[config.mk]
export PLATFORM = sky130hd
export DESIGN_NAME = vsn_match
export DESIGN_NICKNAME = d
export VERILOG_FILES = /design/src/design/vsn_pkg.sv /design/src/design/vsn_match.sv
export SDC_FILE = /design/constraint.sdc
export NUM_CORES = 1
export LEC_CHECK = 0
export ABC_AREA = 1
export BUFFER_PORTS_ARGS = -buffer_cell sky130_fd_sc_hd__buf_2
export CORE_UTILIZATION = 41
export DETAILED_ROUTE_END_ITERATION = 8
export MAX_ROUTING_LAYER = met4
export PLACE_DENSITY_LB_ADDON = 0.05
export SLEW_MARGIN = 20
export SYNTH_ARGS = -nofsm -noshare
export SYNTH_HDL_FRONTEND = slang
export SYNTH_SLANG_ARGS = --single-unit
[constraint.sdc]
create_clock -name vclk -period 1.3
set_input_delay 0.195 -clock vclk [all_inputs]
set_output_delay 0.195 -clock vclk [all_outputs]
set_load 0.01 [all_outputs]
[src/design/vsn_pkg.sv]
package vsn_pkg;

  localparam int MAX_VERTICES = 4096;
  localparam int MAX_UNIFIED  = 65536;

  localparam int VtxW  = $clog2(MAX_VERTICES);
  localparam int NfiW  = $clog2(MAX_UNIFIED) + 1;
  localparam int OutW  = 16;
  localparam int OvcW  = 13;
  localparam int CompW = 32;

  localparam logic [CompW-1:0] AbsMask = 32'h7FFF_FFFF;
  localparam logic [CompW-1:0] ExpAll  = 32'h7F80_0000;

  typedef struct packed {
    logic [CompW-1:0] x;
    logic [CompW-1:0] y;
    logic [CompW-1:0] z;
  } normal_t;

  typedef struct packed {
    logic unset;
    logic equal;
  } match_t;

  typedef enum logic [1:0] {
    STAT_OK    = 2'd0,
    STAT_RANGE = 2'd1,
    STAT_FULL  = 2'd2
  } status_e;

endpackage

[src/design/vsn_match.sv]
module vsn_match import vsn_pkg::*; (
  input  normal_t entry_i,
  input  normal_t normal_i,
  output match_t  match_o
);

  function automatic logic comp_zero(input logic [CompW-1:0] a);
    comp_zero = (a & AbsMask) == '0;
  endfunction

  function automatic logic comp_eq(input logic [CompW-1:0] a, input logic [CompW-1:0] b);
    logic nan;
    nan = ((a & AbsMask) > ExpAll) || ((b & AbsMask) > ExpAll);
    comp_eq = !nan && ((comp_zero(a) && comp_zero(b)) || (a == b));
  endfunction

  always_comb begin
    match_o.unset = comp_zero(entry_i.x) && comp_zero(entry_i.y) && comp_zero(entry_i.z);
    match_o.equal = comp_eq(entry_i.x, normal_i.x) && comp_eq(entry_i.y, normal_i.y)
                    && comp_eq(entry_i.z, normal_i.z);
  end

endmodule

### Yosys cells after proc, flatten, opt, wreduce, memory -nomap -nowiden

Index checks and enable logic that the tools add are counted.

* bits in registers: 0
* latch bits: 0
* memory bits (writable): 0
* bits in read-only memories: 0
* bits of input ports: 192
* output and inout bits: 2
* logic and storage cells: 34
* memories kept: 0

* add/sub/neg operators: 0
* multiply operators: 0
* div/mod/pow operators: 0
* order comparisons: 6
* equal/unequal tests: 3
* shifts and indexed selects: 0
* multiplexer cells: 0
* bitwise gates (word level): 0
* reductions and logical operators: 25

Operators by type and width (number)
* 32-bit logical NOT: 6
* 31-bit > comparator, second input constant: 6
* 32-bit == test: 3
* 1-bit logical AND: 10
* 1-bit logical OR: 6
* 1-bit logical NOT: 3

### Depth between registers and ports, before layout

Gate-level depths: netlist (run 1).

* depth after elaboration: 6
* mapped depth: 11
* gate-level depth less buffers: 11

### Worst setup path after synthesis (run 1)

No wires, ideal clock.

* kind: input to output
* start point: in entry_i[73] (netlist bit)
* end point: out match_o[0] (netlist bit)
* arrival time: 970 ps
* data required time: 1105 ps
* path slack: 135 ps
* stages on the path: 9
* buffers on the path: 0
* cells stage by stage: nor2_1 > nand2_1 > nor3_2 > nand2_1 > nor2_1 > nand2_1 > nand2_1 > nand3_2 > nor2_2

RTL lines
* from (decl): RTL line vsn_match.sv:2 `input normal_t entry_i,`
* to (decl): RTL line vsn_match.sv:4 `output match_t match_o`

==> flow_metrics.py, run 1 <==
metrics = {
    "run_status": {
        "status": "complete, but fails checks",
        "violations": "negative setup slack",
    },
    "final_layout": {
        "drive_gt1_share_pct": 41.0,
        "regArea_um2": 0,
        "multi_input_area_um2": 2350,
        "fill_cells": 472,
        "final_area_um2": 3860,
        "nets": 867,
        "stdcell_count": 743,
        "n_clock_buffer": 0,
        "flops_and_latches": 0,
        "syn2layout_area_growth_pct": 70.0,
        "n_antenna_cell": 0,
    },
    "route": {
        "avgViaCountPerCell": 4.74,
        "vias": 3522,
        "avgRoutedWirePerCell_um": 11.2,
        "drc": 0,
        "firstDrtPassIters": 7,
        "wl_um": 8310,
        "dr.first_iter.drc_count": 88,
        "drtAntennaViolNets": 0,
    },
    "timing": {
        "drv_slew": 0,
        "setup_violations": 2,
        "fin_hold_ws_ns": 0.966,
        "finalSetupTns_ns": -0.305,
        "finalWorstSetupSlack_ns": -0.205,
        "period_share_pct": 116,
        "worstMarginPinSlew_ns": 0.287,
        "hold_viol_final": 0,
        "fin_crit_ns": 1.50,
        "fmax_ghz": 0.665,
        "rsz0062_at_grt": "yes",
        "slew_headroom_pct": 80.7,
    },
    "pwr": {
        "leakagePower_nw": 1.92,
        "power.density_nw_per_um2": 283,
        "peakVddDrop_uv": 203,
    },
    "worst_setup_path": {
        "crit_top_cell": "nand2_1",
        "critPathMaxFanout": 2,
        "critPathTopFamily": "simple AND/OR/NAND/NOR gates",
        "critPathCaptureType": "primary output",
        "cp-start-kind": "primary input",
        "critPathBufInv": 3,
        "timing.critical_path.required_ns": 1.11,
        "slowest_delay_ns": 0.13,
        "cp.arrival_ns": 1.31,
        "path_cells": "buf_6 > buf_6 > xnor2_2 > nand2_1 > nor2_1 > nand2_1 > nor2_1 > nand2_1 > nand2_1 > nand3_2 > nor2_2 > buf_2",
        "critPathKind": "in2out",
        "cp_slowest_cell": "xnor2_2",
    },
    "logic_synthesis": {
        "yosys.area_share.simple_pct": 60.0,
        "ys_top_cells_by_area": "xnor2_1, nand2_1, nor2_1",
        "synth-compound-area-share_pct": 0.220,
        "ys_top_cells_by_count": "nand2_1, nor2_1, xnor2_1",
        "synthesis.nets": 660,
        "synth_fa_ha_area_share_pct": 0,
        "synth_area_um2": 2270,
        "yosys_warnings": 0,
        "yosysUniqueCellTypes": 15,
        "synth-xor-area-share_pct": 31.2,
        "ys_seq_area_share_pct": 0,
        "synth_top_family_by_area": "simple AND/OR/NAND/NOR gates",
        "syn_area_per_cell_um2": 4.86,
        "yosysTopAreaCell": "xnor2_1",
        "syn_inst": 468,
        "yosys.area.top_type_share_pct": 31.2,
        "synth.most_common_cell": "nand2_1",
        "synthMuxAreaShare_pct": 0,
    },
    "flow_run": {
        "max_cap_violations": 0,
    },
    "floorplan": {
        "start_util_pct": 43.4,
        "ioPinCount": 194,
        "coreArea_um2": 5240,
        "row_count": 26,
        "fp.dieW_um": 76.5,
        "die_area_um2": 5850,
        "die_y_um": 76.5,
    },
    "place": {
        "detailed_place.area_um2": 3410,
        "post-dp-hpwl_um": 6930,
        "routabilityCongestion": 0.839,
        "port_buffers": 194,
        "dp_cells": 743,
    },
    "global_route": {
        "grt_overflow_total": 0,
        "grt_max_degree": 5,
        "grt.total_usage_pct": 26.0,
        "antenna_found_initial": 0,
        "grt_pass1_vias": 3226,
        "grt_pass1_wl_um": 12800,
    },
    "worst_hold_path": {
        "hp-class": "in2out",
    },
    "cts": {
        "cts_setup_buffers": 0,
    },
}
==> final cells by class <==
class              count  area share, %
repair buffers       205           31.9
well taps             70           2.27
multi-input cells    416           60.8
inverters             52           5.05
==> final timing paths <==
kind                        start          to  slack [ns]  cells past startpoint
worst max-delay path  entry_i[82]  match_o[0]       -0.20                     12
worst min-delay path  entry_i[75]  match_o[0]        0.97                      9
==> where the power goes <==
group,total [mW],internal [mW],switching (mW)
registers,0,0,0
clock network,0,0,0
logic,1.09,0.584,0.509
==> per-layer routing <==
| layer | GRT usage, % | vias up | part of all wire (%) | routed length, um |
|---|---|---|---|---|
| met5 | - | - | 0 | 0 |
| met4 | 3.85 | 0 | 1.8 | 147 |
| met3 | 2.40 | 16 | 5.2 | 428 |
| met2 | 49.6 | 136 | 54 | 4450 |
| met1 | 29.4 | 1526 | 39 | 3280 |
| li1 | - | 1844 | - | - |
==> layout by cell type, fill, tap and decap left out, drive strengths merged <==
cell type,Yosys,routed
and3,1,1
nand3b,2,2
o21ai,1,1
nand3,24,24
buf,0,205
nand4,10,10
nor4,8,8
inv,52,52
nor3b,1,1
nand2,150,150
nor3,6,6
nor2,132,132
xnor2,81,81
==> tightest hold or removal path, stage by stage <==
cell and delay, ns:
buf_2 0.12, nor3_4 0.05, nand3_1 0.06, nand2_1 0.05, inv_1 0.04, nor2_1 0.03
nand2_1 0.06, nor2_2 0.03, buf_2 0.13
==> through the flow <==
step | setup WS [ns] | util (%) | total power [mW]
CTS | -0.158 | 66.8 | 0.956
finish | -0.205 | 73.8 | 1.09
detailed placement | -0.219 | 65.2 | 0.933
floorplan | 0.135 | - | 0.437
global route | -0.340 | 73.8 | 1.21
global placement | -0.205 | 65.2 | 0.910
==> repair_timing <==
action	4_1_cts	5_1_grt
pin swaps	16	73
endpoints found under the setup margin	2	2
gates resized for setup	23	92
hold buffers	0	0
==> kinds of logic after synthesis <==
| family | after synthesis |
|---|---|
| AO/OA/AOI/OAI | 1 |
| XOR/XNOR | 81 |
| buffers and inverters | 52 |
| AND/OR/NAND/NOR | 334 |
Note: power is estimated with default switching activity, not from simulation.
==> inputs of run 2 (changes only) <==
BUFFER_PORTS_ARGS = -buffer_cell sky130_fd_sc_hd__clkbuf_2   (was -buffer_cell sky130_fd_sc_hd__buf_2)
==> flow_metrics.py, run 2 (synthesized netlist as in run 1, its figures left out) <==
metrics = {
    "global_route": {
        "grt_pass1_vias": 3249,
        "antenna_found_initial": 0,
        "grt_overflow_total": 0,
        "grt_max_degree": 5,
        "grt.total_usage_pct": 25.6,
        "grt_pass1_wl_um": 12500,
    },
    "final_layout": {
        "syn2layout_area_growth_pct": 56.4,
        "mostFrequentLayoutCell": "clkbuf_2",
        "final_util_pct": 67.9,
        "stdcell_count": 745,
        "flops_and_latches": 0,
        "n_antenna_cell": 0,
        "final_area_um2": 3550,
        "drive_gt1_share_pct": 34.8,
        "n_clock_buffer": 0,
        "layout_common_cells": "clkbuf_2, nand2_1, nor2_1",
        "nets": 869,
        "regArea_um2": 0,
    },
    "run_status": {
        "violations": "negative setup slack",
        "status": "complete, but fails checks",
    },
    "worst_hold_path": {
        "hp-class": "in2out",
        "hold_path.startpoint": "entry_i[75]",
    },
    "floorplan": {
        "fp.dieW_um": 76.5,
        "die_area_um2": 5850,
        "ioPinCount": 194,
        "start_util_pct": 43.4,
        "row_count": 26,
        "coreArea_um2": 5240,
        "die_y_um": 76.5,
    },
    "cts": {
        "cts_setup_buffers": 0,
        "cts_hold_buf": 0,
    },
    "timing": {
        "fin_crit_ns": 1.48,
        "drv_slew": 0,
        "fmax_ghz": 0.677,
        "hold_viol_final": 0,
        "period_share_pct": 114,
        "rsz0062_at_grt": "yes",
        "finalSetupTns_ns": -0.296,
        "slew_headroom_pct": 82.8,
        "finalWorstSetupSlack_ns": -0.177,
        "worstMarginPinSlew_ns": 0.255,
        "setup_violations": 2,
    },
    "route": {
        "avgViaCountPerCell": 4.57,
        "wl_um": 7450,
        "avgRoutedWirePerCell_um": 10.0,
        "firstDrtPassIters": 5,
        "vias": 3406,
        "drc": 0,
        "drtAntennaViolNets": 0,
        "dr.first_iter.drc_count": 57,
    },
    "worst_setup_path": {
        "critPathKind": "in2out",
        "timing.critical_path.required_ns": 1.11,
        "critPathMaxFanout": 2,
        "cp-start-kind": "primary input",
        "cp.arrival_ns": 1.28,
        "crit_path_start": "entry_i[77]",
        "critPathCaptureType": "primary output",
    },
    "place": {
        "dp_cells": 745,
        "port_buffers": 194,
        "routabilityCongestion": 0.831,
        "post-dp-hpwl_um": 6980,
        "detailed_place.area_um2": 3430,
    },
    "pwr": {
        "power.density_nw_per_um2": 273,
        "leakagePower_nw": 1.84,
        "peakVddDrop_uv": 178,
    },
    "flow_run": {
        "max_cap_violations": 0,
    },
}
[run 2: cell count changes in the layout (fill, tap and decap cells not counted), sizes merged]
cell,delta
clkbuf,+192
buf,-190
[run 2: area by class of cell]
type | instances | area (um2)
Multi-Input combinational cell | 416 | 2170
Fill cell | 529 | 1680
Timing Repair Buffer | 207 | 1100
Inverter | 52 | 195
Tap cell | 70 | 87.6
[run 2: worst paths after layout]
kind                  slack, ns  cells past startpoint    endpoint
worst max-delay path      -0.18                     11  match_o[0]
worst min-delay path       0.96                      6  match_o[1]
[run 2: report_power, final]
part | internal [mW] | total (mW) | switching (mW)
clock network | 0 | 0 | 0
registers | 0 | 0 | 0
logic | 0.508 | 0.970 | 0.461
[run 2: timing repair]
| action | in CTS | in global routing |
|---|---|---|
| pin swaps | 19 | 12 |
| resized for setup | 21 | 13 |
| setup endpoints to repair | 2 | 2 |
| gates cloned | 0 | 0 |
[run 2: worst max-delay path, stage by stage]
cell and delay, ns:
clkbuf_2 0.11, nor2_2 0.11, nand2_1 0.07, nor3_2 0.20
nand2_1 0.08, nor2_1 0.12, nand2_1 0.07, nand2_1 0.07
nand3_2 0.08, nor2_2 0.07, buf_2 0.13
[run 2: through the flow]
stage                     worst slack, ns  total power, mW  hold slack (ns)
after floorplan                     0.135            0.437            0.672
after global placement             -0.203            0.913            0.951
after detailed placement           -0.262            0.937            0.959
after CTS                          -0.198            0.962            0.964
after global routing               -0.302             1.09            0.989
final                              -0.177            0.970            0.965
[run 2: per-layer routing]
metal  part of all wire, %  vias to the layer above  wire length, um  track usage, %
li1                      -                     1850                -               -
met4                  0.64                        0               48            1.54
met3                   5.5                        4              411            1.56
met2                    52                      124             3910            52.3
met1                    41                     1428             3080            27.7
met5                     0                        -                0               -
