===== src/design/vsn_ram.sv =====
module vsn_ram #(
  parameter int Width = 32,
  parameter int Depth = 16
) (
  input  logic                     clk_i,
  input  logic                     we_i,
  input  logic [$clog2(Depth)-1:0] waddr_i,
  input  logic [Width-1:0]         wdata_i,
  input  logic                     re_i,
  input  logic [$clog2(Depth)-1:0] raddr_i,
  output logic [Width-1:0]         rdata_o
);

  logic [Width-1:0] mem_q [Depth];

  always_ff @(posedge clk_i) begin
    if (we_i) begin
      mem_q[waddr_i] <= wdata_i;
    end
  end

  // read data holds until the next read
  always_ff @(posedge clk_i) begin
    if (re_i) begin
      rdata_o <= mem_q[raddr_i];
    end
  end

endmodule


===== config.mk =====
export PLATFORM = sky130hd
export DESIGN_NAME = vsn_ram
export DESIGN_NICKNAME = d
export VERILOG_FILES = /design/src/design/vsn_ram.sv
export SDC_FILE = /design/constraint.sdc
export NUM_CORES = 1
export LEC_CHECK = 0
export ABC_CLOCK_PERIOD_IN_PS = 5000
export BUFFER_PORTS_ARGS = -buffer_cell sky130_fd_sc_hd__buf_2
export CORE_MARGIN = 1.5
export CORE_UTILIZATION = 42
export CTS_CLUSTER_DIAMETER = 120
export DETAILED_ROUTE_END_ITERATION = 10
export PLACE_DENSITY_LB_ADDON = 0.15
export SLEW_MARGIN = 15
export SYNTH_ARGS = -nofsm -noshare
export SYNTH_HDL_FRONTEND = slang
export SYNTH_SLANG_ARGS = --single-unit

===== constraint.sdc =====
create_clock -name clk_i -period 5 [get_ports clk_i]
set_clock_uncertainty 0.1 [all_clocks]
set_input_delay 1 -clock clk_i [delete_from_list [all_inputs] [get_ports clk_i]]
set_output_delay 1 -clock clk_i [all_outputs]
set_load 0.005 [all_outputs]

Word level (Yosys, flattened, before mapping)
Memory sizes are Yosys's and may differ from the RTL's. A register that Yosys moved wholly into a read port is not among the register bits.
Cells that the tools add are included.
- RAM bits: 512
- memories: 1
- bits in registers: 0
- output and inout bits: 32
- word-level logic and storage cells: 3
- memories (name ; words ; width ; read ports ; clocked after memory_dff ; write ports ; line ; source):
    mem_q ; 16 ; 32 ; 1 ; 1 ; 1 ; 14 ; logic [Width-1:0] mem_q [Depth];
- mux-type cells: 2
- operators by type and width (operator ; number):
    $mux 1 ; 2

Longest topological paths before layout
Gate-level depths: netlist of the first run.
- depth in word-level cells: 2
- mapped depth: 5

Least setup slack after synthesis of the first run
No wires, ideal clock.
- path kind: input to register
- start point: input port waddr_i[2]
- end point: memory mem_q[0][0] (enable)
- path slack: 0.720 ns
- library setup time: 0.461 ns
- data arrival time: 3.718 ns
- stages: 2
- buffers on the path: 0
- cells stage by stage: or3b_2 nor3_1
- RTL lines (element ; line ; source):
    start: declaration ; 7 ; input logic [$clog2(Depth)-1:0] waddr_i,
    end: declaration ; 14 ;
Straight into the memory's write port.

Final worst setup path of the first run
- start point: input port waddr_i[2]
- end point: memory mem_q[3][14] (enable)
Straight into the memory's write port.

==> impl_results.md, run 1 <==
- Status: finished clean
- Worst slew margin: between 20 and 30%
- Hold Path Class: reg -> reg
- Final critical-path required period: roughly 2.6 ns
- Clock Sink Count: between 500 and 600
- Placer Congestion: a little over 0.7
- Hold Fails Final Rpt: 0
- TritonCTS clock tree: done
- Worst Setup End Kind: flop
- Power per cell area: a little over 400 nW/µm²
- Net count after synthesis: just under 900
- Pins Over Slew Limit: 0
- Initial DRC count: approximately 750
- FF+latch count, synth: approximately 540
- # hold bufs at CTS: 0
- Setup TNS: 0 ns
- CP Data Arrival Time: around 2.8 ns
- Top-area cell type share of the netlist area: ~81%
- Gr usage total: a little under a fifth
- Kind of critical path: in -> reg
- Die Y: between 200 and 250 µm
- Final ANT Viol Nets: 0
- Number of global-route vias before repair: between 9,000 and 10,000
- RSZ-0062 raised after global routing: false
- GRT Residual Overflow: 0
- Syn_area_per_cell: around 24 µm²
- Leak pwr: about 7.4 nW
- Post-Syn Area: about 20,000 µm²
- Biggest area consumer among synthesized cells: edfxtp_1
- Initial DRT Pass Iterations: 5
- Measured slew at the worst slew-check pin: ~1.1 ns
- First-pass GRT wire length: around 64,000 µm
- Avg WL per Cell: around 27 µm
- Register area share after synthesis: between 80% and 90%
- Clock Tree Buf Depth: 3
- CP delay by family, top: simple AND/OR/NAND/NOR gates
- Antenna Diode Count: 0
- Floorplan row count: 80
- Initial antenna violation count: 2
- Setup-violating endpoint count in the final report: 0
- Synth Warn #: 0
- Max_cap viols: 0
- # nets final: approximately 1,000
- CTS Buf Count: 56
- Hpwl dp: between 20,000 and 25,000 µm
- H-tree Lvls: 2
- Critical path cell sequence: buf_2, or3b_2, nor2_4, buf_4
- Routed WL: between 40,000 and 50,000 µm
- Die footprint: about 49,000 µm²
- Critical Path Fanout Max: 23
- Slowest CP cell: nor2_4
- CTS root buf: clkbuf_16
- Startpoint types: input pin
- Post_cts resized: 0
- Share of cells above drive strength 1: about 33%
- Filler cells: around 3,800
- CP required: 5.20 ns
- Crit path buf inv count: 2
- Area delta synth->final: 14.9%
- Setup Buffers After CTS: 0
- Via count: around 9,000
- Netlist cell types: 17
- Via/cell ratio: between 5 and 6
- Period utilisation layout: approximately 52%
- Mapped Cells: roughly 840
- IO Count: 75
- Clk Latency, worst-skew pair: 0.62 ns
- Clock transition at path regs: roughly 0.06 ns
- Core area: 47,500 µm²
- Max VDD drop: 0.000260 V
- DRC: 0
- Input/output buffers: between 70 and 80
- Maximum number of pins on one net before global-route repair: between 70 and 80
- Top cells by area, synth: edfxtp_1 (81%), mux4_2 (14%), a22oi_1 (2.4%)
- Chip width: roughly 220 µm
- Max Freq: roughly 390 MHz
- CP max stage delay: just over 0.7 ns
- Total power: 9.48 mW
- Starting Density: 42.4%
-- flip-flops by register name, indices dropped and copies added (netlist names) --
| name | flops |
|---|---|
| mem_q | 512 |
| rdata_o | 32 |
-- layout make-up --
class	instances	area, µm²	share of cell area [%]
tap	615	769	3.32
sequential	544	16300	70.4
multi-input combinational	251	3750	16.2
clock buffer	66	1460	6.30
clock inverter	36	239	1.03
timing repair buffer	104	636	2.74
-- worst paths after layout --
| path | cells past startpoint | slack [ns] | startpoint | end |
|---|---|---|---|---|
| max | 4 | 2.40 | waddr_i[2] | mem_q[3][14] |
| min | 3 | 0.63 | mem_q[15][4] | rdata_o[4] |
| max reg2reg | 3 | 3.39 | mem_q[1][16] | rdata_o[16] |
| min reg2reg | 3 | 0.63 | mem_q[15][4] | rdata_o[4] |
-- stage by stage --
stage               area, µm²  instances  hold WS [ns]  utilization [%]  setup WS (ns)
floorplan               20200        838         0.610                -          0.720
global route            23200       1616         0.634             48.8           2.33
detailed placement      21500       1514         0.630             45.2           1.73
CTS                     23200       1616         0.620             48.8           2.38
global placement        21500       1514         0.628             45.2           1.75
finish                  23200       1616         0.629             48.8           2.40
-- kinds of logic (layout without fill, tap and decap cells) --
logic type / Yosys count / in the layout / share of synthesized area (%)
multiplexers: 128 / 128 / 14.3
buffers and inverters: 43 / 206 / 1.10
AO/OA/AOI/OAI: 64 / 64 / 2.38
flip-flops: 544 / 544 / 81.0
AND/OR/NAND/NOR: 59 / 59 / 1.25
-- synthesized netlist by cell type --
cell type,instances
a22oi_1,64
and2_1,1
buf_1,9
buf_2,4
buf_4,11
buf_6,2
clkbuf_1,17
edfxtp_1,544
mux4_2,128
nand2_1,33
nand2b_1,2
nand3_1,1
nand3b_1,2
nor2_1,13
nor2b_1,2
nor3_1,4
or3b_2,1
-- layout by cell type (no fill, tap or decap), types with 4 or more instances in the layout --
cell type / instances
edfxtp_1: 544
mux4_2: 128
buf_2: 72
a22oi_1: 64
clkbuf_16: 57
nand2_1: 33
buf_4: 28
clkinv_1: 20
nor2_4: 13
clkinv_2: 11
clkbuf_1: 9
nor3_2: 4
-- where the power goes --
group	total, mW	switching, mW	internal (mW)
logic	0.436	0.258	0.178
clock network	3.87	1.69	2.18
registers	5.17	0.0298	5.14
-- worst reg2reg max path, cell delays in order, from the launching register on --
cell      delay [ns]
edfxtp_1        0.39
mux4_2          0.46
a22oi_1         0.29
nand2_1         0.09
-- routing by layer --
layer | part of all wire [%] | vias up | track usage, %
li1 | - | 3855 | -
met1 | 45 | 4859 | 26.0
met5 | 0.062 | - | 0
met3 | 4.4 | 52 | 2.84
met2 | 49 | 219 | 28.9
met4 | 1.6 | 4 | 5.28
(Power assumes the default switching activity.)
==> inputs of run 2 (changes only) <==
--- a/config.mk
+++ b/config.mk
@@ -5,7 +5,7 @@
 export SDC_FILE = /design/constraint.sdc
 export NUM_CORES = 1
 export LEC_CHECK = 0
-export ABC_CLOCK_PERIOD_IN_PS = 5000
+export ABC_CLOCK_PERIOD_IN_PS = 2700
 export BUFFER_PORTS_ARGS = -buffer_cell sky130_fd_sc_hd__buf_2
 export CORE_MARGIN = 1.5
 export CORE_UTILIZATION = 42
==> constraint.sdc (replaced) <==
create_clock -name clk_i -period 2.7 [get_ports clk_i]
set_clock_uncertainty 0.1 [all_clocks]
set_input_delay 0.54 -clock clk_i [delete_from_list [all_inputs] [get_ports clk_i]]
set_output_delay 0.54 -clock clk_i [all_outputs]
set_load 0.005 [all_outputs]
==> run 2 against run 1 <==
  * Combinational power increased by 100%
  * Flip-flop and latch count unchanged
  * Final cell count increased by 1.9%
  * Critical endpoint is now rdata_o[0]
  * Core utilization increased by 1.2 points
  * Via count increased by 2.8%
  * Highest routed layer unchanged
  * Sequential share of layout area decreased by 1.7 points
  * Register-to-register slack got worse by 2.2 ns
  * Die area unchanged
  * Non-clock buffer count increased by 24
  * Clock power increased by 92%
  * Hold slack got worse by 0.42 ns
  * Largest power group unchanged
  * Critical path type is now reg -> out
==> impl_results.md, run 2 (same netlist as run 1, synthesis figures left out) <==
- Critical Path Fanout Max: 1 (-96%)
- Slowest CP cell: edfxtp_1
- Routed WL: 45,900 µm (+4.9%)
- Maximum number of pins on one net before global-route repair: 33 (-58%)
- CP Data Arrival Time: 1.20 ns (-1.60 ns)
- CP max stage delay: 0.44 ns (-0.28 ns)
- Area delta synth->final: 17.7%
- CTS root buf: clkbuf_16
- Final ANT Viol Nets: 0 (unchanged)
- DRC: 0 (unchanged)
- Setup Buffers After CTS: 0 (unchanged)
- Max VDD drop: 0.000475 V (+83%)
- Final critical-path required period: 1.84 ns
- TritonCTS clock tree: done
- Dpl ws: 0.389 ns (-1.34 ns)
- CP delay by family, top: flip-flops
- Leak pwr: 7.64 nW (+3.5%)
- Startpoint types: flop
- RSZ-0062 raised after global routing: false
- First-pass GRT wire length: 67,100 µm (+4.5%)
- Share of cells above drive strength 1: 35.0% (+2.4 points)
- Hold Fails Final Rpt: 0 (unchanged)
- Via count: 9,245 (+2.8%)
- H-tree Lvls: 2 (unchanged)
- Hpwl dp: 25,000 µm (+8.3%)
- Hold Path Class: in -> reg
- Gr usage total: 19.1% (+0.93 points)
- Clock transition at path regs: 0.06 ns (about the same)
- Clk Latency, worst-skew pair: 0.60 ns (-0.02 ns)
- Max_cap viols: 0 (unchanged)
- Setup TNS: 0 ns (unchanged)
- Max Freq: 543 MHz
- Post_cts resized: 0 (unchanged)
- Clock Sink Count: 544 (unchanged)
- Worst slew margin: 60.6% (+31 points)
- Largest register FFs: 512 (unchanged)
- Kind of critical path: reg -> out
- Number of global-route vias before repair: 9,649 (+0.88%)
- # hold bufs at CTS: 0 (unchanged)
- CTS Buf Count: 57 (+1.8%)
- Starting Density: 42.4% (unchanged)
- # nets final: 1,025 (+2.5%)
- Status: finished clean
- Measured slew at the worst slew-check pin: 0.590 ns (-0.468 ns)
- Placer Congestion: 0.728 (+2.1%)
- Die Y: 222 µm (unchanged)
- Worst setup margin: 0.857 ns (-1.55 ns)
- Avg WL per Cell: 27.9 µm (+2.9%)
- Core area: 47,500 µm² (unchanged)
- Chip width: 222 µm (unchanged)
- Most common cell after layout, fill and taps aside: edfxtp_1
- Floorplan row count: 80 (unchanged)
- Clock Tree Buf Depth: 3 (unchanged)
- Crit path buf inv count: 1 (-1)
- Largest Register: mem_q
- Critical path cell sequence: buf_2
- Most frequent cells in the layout: edfxtp_1 (544), mux4_2 (128), buf_2 (72)
- Via/cell ratio: 5.61 (+0.91%)
- Initial DRT Pass Iterations: 5 (unchanged)
- Initial DRC count: 1,006 (+34%)
- Filler cells: 3,742 (-1.6%)
- Top flop regs: mem_q (512), rdata_o (32)
- Worst hold slack: 0.213 ns (-0.416 ns)
- Input/output buffers: 74 (unchanged)
- CP required: 2.06 ns (-3.14 ns)
- Setup-violating endpoint count in the final report: 0 (unchanged)
- Pins Over Slew Limit: 0 (unchanged)
- GRT Residual Overflow: 0 (unchanged)
- Initial antenna violation count: 3 (+1)
- Power per cell area: 753 nW/µm² (+84%)
- Worst Setup End Kind: output port
- Die footprint: 49,400 µm² (unchanged)
- Period utilisation layout: 68.2%
- IO Count: 75 (unchanged)
-- run 2: cell types whose count changed in the layout (fill, tap and decap cells not counted), moves of 2 or more --
| cell | change |
|---|---|
| buf_12 | +22 |
| clkinv_2 | +7 |
| clkinv_1 | -4 |
| nor3_2 | -4 |
| nor3_4 | +4 |
| buf_4 | +2 |
| clkbuf_16 | +2 |
| diode_2 | +2 |
| inv_16 | -2 |
-- run 2: worst register-to-register path, cell delays in order (launching register included) --
cell,delay [ns]
edfxtp_1,0.37
mux4_2,0.49
a22oi_1,0.25
nand2_1,0.07
-- run 2: metrics by stage --
stage | instances | cell area (µm²) | total power [mW] | utilization [%]
finish | 1647 | 23700 | 17.9 | 49.9
global route | 1645 | 23700 | 18.4 | 49.9
CTS | 1645 | 23700 | 18.1 | 49.9
detailed placement | 1538 | 22000 | 10.6 | 46.2
global placement | 1538 | 22000 | 10.6 | 46.2
floorplan | 838 | 20200 | 10.2 | -
-- run 2: layout make-up --
cell class,count,area (µm²),share of cell area [%]
Multi-Input combinational cell,251,3770,15.9
Antenna cell,2,5.00,0.0211
Clock inverter,40,265,1.12
Timing Repair Buffer,128,1090,4.59
Sequential cell,544,16300,68.8
Clock buffer,67,1510,6.34
Tap cell,615,769,3.24
-- run 2: final timing paths --
path | cells past startpoint | from | endpoint | slack [ns]
min reg2reg | 3 | mem_q[14][23] | rdata_o[23] | 0.64
max | 1 | rdata_o[0] | rdata_o[0] | 0.86
max reg2reg | 3 | mem_q[11][27] | rdata_o[27] | 1.17
min | 1 | wdata_i[30] | mem_q[5][30] | 0.21
-- run 2: metal layers --
layer  track usage (%)  vias up  routed length (µm)
met3              3.98       52                2460
met1              27.2     5050               20600
met2              30.5      225               22200
met4              4.11        2                 627
met5                 0        -                   9
li1                  -     3916                   -
-- run 2: power breakdown --
part           switching [mW]  internal, mW  total [mW]
sequential             0.0516          9.51        9.57
clock                    3.18          4.25        7.43
combinational           0.505         0.374       0.879
total                    3.74          14.1        17.9
==> inputs of run 3 (changes only) <==
--- a/config.mk
+++ b/config.mk
@@ -5,7 +5,7 @@
 export SDC_FILE = /design/constraint.sdc
 export NUM_CORES = 1
 export LEC_CHECK = 0
-export ABC_CLOCK_PERIOD_IN_PS = 2700
+export ABC_CLOCK_PERIOD_IN_PS = 1700
 export BUFFER_PORTS_ARGS = -buffer_cell sky130_fd_sc_hd__buf_2
 export CORE_MARGIN = 1.5
 export CORE_UTILIZATION = 42
==> constraint.sdc (replaced) <==
create_clock -name clk_i -period 1.7 [get_ports clk_i]
set_clock_uncertainty 0.1 [all_clocks]
set_input_delay 0.34 -clock clk_i [delete_from_list [all_inputs] [get_ports clk_i]]
set_output_delay 0.34 -clock clk_i [all_outputs]
set_load 0.005 [all_outputs]
==> run 3 against run 2 <==
  * Clock power grew 52%
  * Via count grew 1.5%
  * Critical path depth is the same
  * Core utilization grew 1.7 points
  * Sequential share of layout area shrank 2.2 points
  * Non-clock buffer count grew 74
  * Largest power group unchanged
  * Hold slack lost 0.19 ns
  * Routed wire length shrank 1.8%
==> impl_results.md, run 3 (same netlist as run 1, synthesis figures left out) <==
- Hold Crit Endpoint: mem_q[6][14]
- Clock transition at path regs: 0.06 ns (about the same)
- Worst-case reg-to-reg path depth: 3 (unchanged)
- Post_cts resized: 0 (unchanged)
- Kind of critical path: reg -> out
- Leak pwr: 8.01 nW (+4.9%)
- Final core occ: 51.6% (+1.7 points)
- Area delta synth->final: 21.6%
- Hold Fails Final Rpt: 0 (unchanged)
- # nets final: 1,096 (+6.9%)
- RR Startpoint: mem_q[11][12]
- Clock Tree Buf Depth: 3 (unchanged)
- Maximum number of pins on one net before global-route repair: 33 (unchanged)
- Power per cell area: 1140 nW/µm² (+52%)
- Crit path buf inv count: 1 (unchanged)
- CTS root buf: clkbuf_16
- First-pass GRT wire length: 67,200 µm (+0.18%)
- DRC: 0 (unchanged)
- Clock Sink Count: 544 (unchanged)
- CP Data Arrival Time: 1.22 ns (+0.02 ns)
- IO Count: 75 (unchanged)
- CP delay by family, top: flip-flops
- Routed WL: 45,000 µm (-1.8%)
- Clk Latency, worst-skew pair: 0.60 ns (about the same)
- Share of cells above drive strength 1: 36.7% (+1.8 points)
- Core area: 47,500 µm² (unchanged)
- Setup-violating endpoint count in the final report: 0 (unchanged)
- Avg WL per Cell: 26.3 µm (-5.6%)
- Max_cap viols: 0 (unchanged)
- Number of global-route vias before repair: 9,903 (+2.6%)
- Antenna Diode Count: 0 (-2)
- CP max stage delay: 0.46 ns (+0.02 ns)
- Max VDD drop: 0.000731 V (+54%)
- Setup Buffers After CTS: 0 (unchanged)
- Pins Over Slew Limit: 0 (unchanged)
- Worst R2R End: rdata_o[12]
- Hpwl dp: 26,700 µm (+6.8%)
- Worst slew margin: 34.9% (-26 points)
- Final ANT Viol Nets: 0 (unchanged)
- Slowest CP cell: edfxtp_1
- RSZ-0062 raised after global routing: true
- Startpoint types: flop
- Final critical-path required period: roughly 1.7 ns
- R2R Setup Slk: 0.11 ns (-1.06 ns)
- Chip width: 222 µm (unchanged)
- Most common cell after layout, fill and taps aside: edfxtp_1
- Initial DRT Pass Iterations: 5 (unchanged)
- Initial DRC count: 841 (-16%)
- GRT Residual Overflow: 0 (unchanged)
- Critical Path Fanout Max: 1 (unchanged)
- CP required: 1.26 ns (-0.80 ns)
- Initial antenna violation count: 2 (-1)
- Top flop regs: mem_q (512), rdata_o (32)
- Via/cell ratio: 5.48 (-2.4%)
- Hold_sp: wdata_i[14]
- CTS Buf Count: 54 (-5.3%)
- Placer Congestion: 0.735 (+1.0%)
- Floorplan row count: 80 (unchanged)
- Input/output buffers: 74 (unchanged)
- Most frequent cells in the layout: edfxtp_1 (544), mux4_2 (128), buf_2 (72)
- Max Freq: roughly 600 MHz
- Hold Path Class: in -> reg
- TritonCTS clock tree: done
- Largest register FFs: 512 (unchanged)
- Die footprint: 49,400 µm² (unchanged)
- Period utilisation layout: a little over nine tenths
- Starting Density: 42.4% (unchanged)
- Via count: 9,388 (+1.5%)
- Status: finished clean
- Gr usage total: 18.9% (-0.21 points)
- Largest Register: mem_q
- Hold path cells: 1 (unchanged)
- Measured slew at the worst slew-check pin: 0.974 ns (+0.384 ns)
- Total power: 28.1 mW (+57%)
- Worst Setup End Kind: output port
- Filler cells: 3,688 (-1.4%)
- Critical path cell sequence: buf_2
- H-tree Lvls: 2 (unchanged)
- Die Y: 222 µm (unchanged)
[run 3: cell count changes in the layout (fill, tap and decap cells not counted), moves of 2 or more]
cell / previous run / this run
buf_4: 30 / 61
clkbuf_16: 59 / 55
dlygate4sd3_1: 0 / 21
clkinv_2: 18 / 11
buf_12: 24 / 46
diode_2: 2 / 0
clkbuf_1: 8 / 13
[run 3: layout make-up]
class / instances / area, µm² / share of cell area [%]
multi-input cells: 251 / 3790 / 15.4
well taps: 615 / 769 / 3.14
flip-flops and latches: 544 / 16300 / 66.6
clock inverters: 33 / 243 / 0.989
repair buffers: 202 / 1970 / 8.05
clock buffers: 68 / 1430 / 5.81
[run 3: timing repair]
item,in CTS,in global routing
setup endpoints to repair,0,1
hold endpoints to repair,255,0
hold buffers,21,0
[run 3: worst max path at each step]
stage               slack [ns]          end  depth (start not counted)   startpoint
finish                    0.04  rdata_o[31]                          1  rdata_o[31]
global placement         -0.41  rdata_o[17]                          6   raddr_i[0]
floorplan                -0.45  mem_q[0][0]                          2   waddr_i[2]
detailed placement       -0.42  rdata_o[17]                          6   raddr_i[0]
CTS                      0.005  rdata_o[31]                          1  rdata_o[31]
global route             -0.02  rdata_o[31]                          1  rdata_o[31]
[run 3: per-stage QoR]
step | TNS (ns) | hold WS (ns) | std cells | setup WS [ns] | instance area, µm²
6_report | 0 | 0.0276 | 1713 | 0.0387 | 24500
5_1_grt | -0.0166 | 0.0130 | 1713 | -0.0166 | 24500
4_1_cts | 0 | 0.0000462 | 1713 | 0.00494 | 24500
3_5_place_dp | -44.60 | 0.632 | 1591 | -0.416 | 22700
3_3_place_gp | -43.23 | 0.623 | 1591 | -0.415 | 22700
2_1_floorplan | -66.01 | 0.339 | 838 | -0.449 | 20500
[run 3: power breakdown]
group,internal [mW],total [mW],switching [mW]
combinational,0.741,1.57,0.828
sequential,15.1,15.2,0.0899
clock,6.39,11.3,4.91
total,22.2,28.1,5.83
[run 3: layer usage]
layer,up-vias,global-route usage [%],part of all wire (%)
met5,-,0,0.029
met4,2,4.33,1.9
met3,63,3.25,4.3
met2,219,30.3,49
met1,5055,27.2,45
li1,4049,-,-
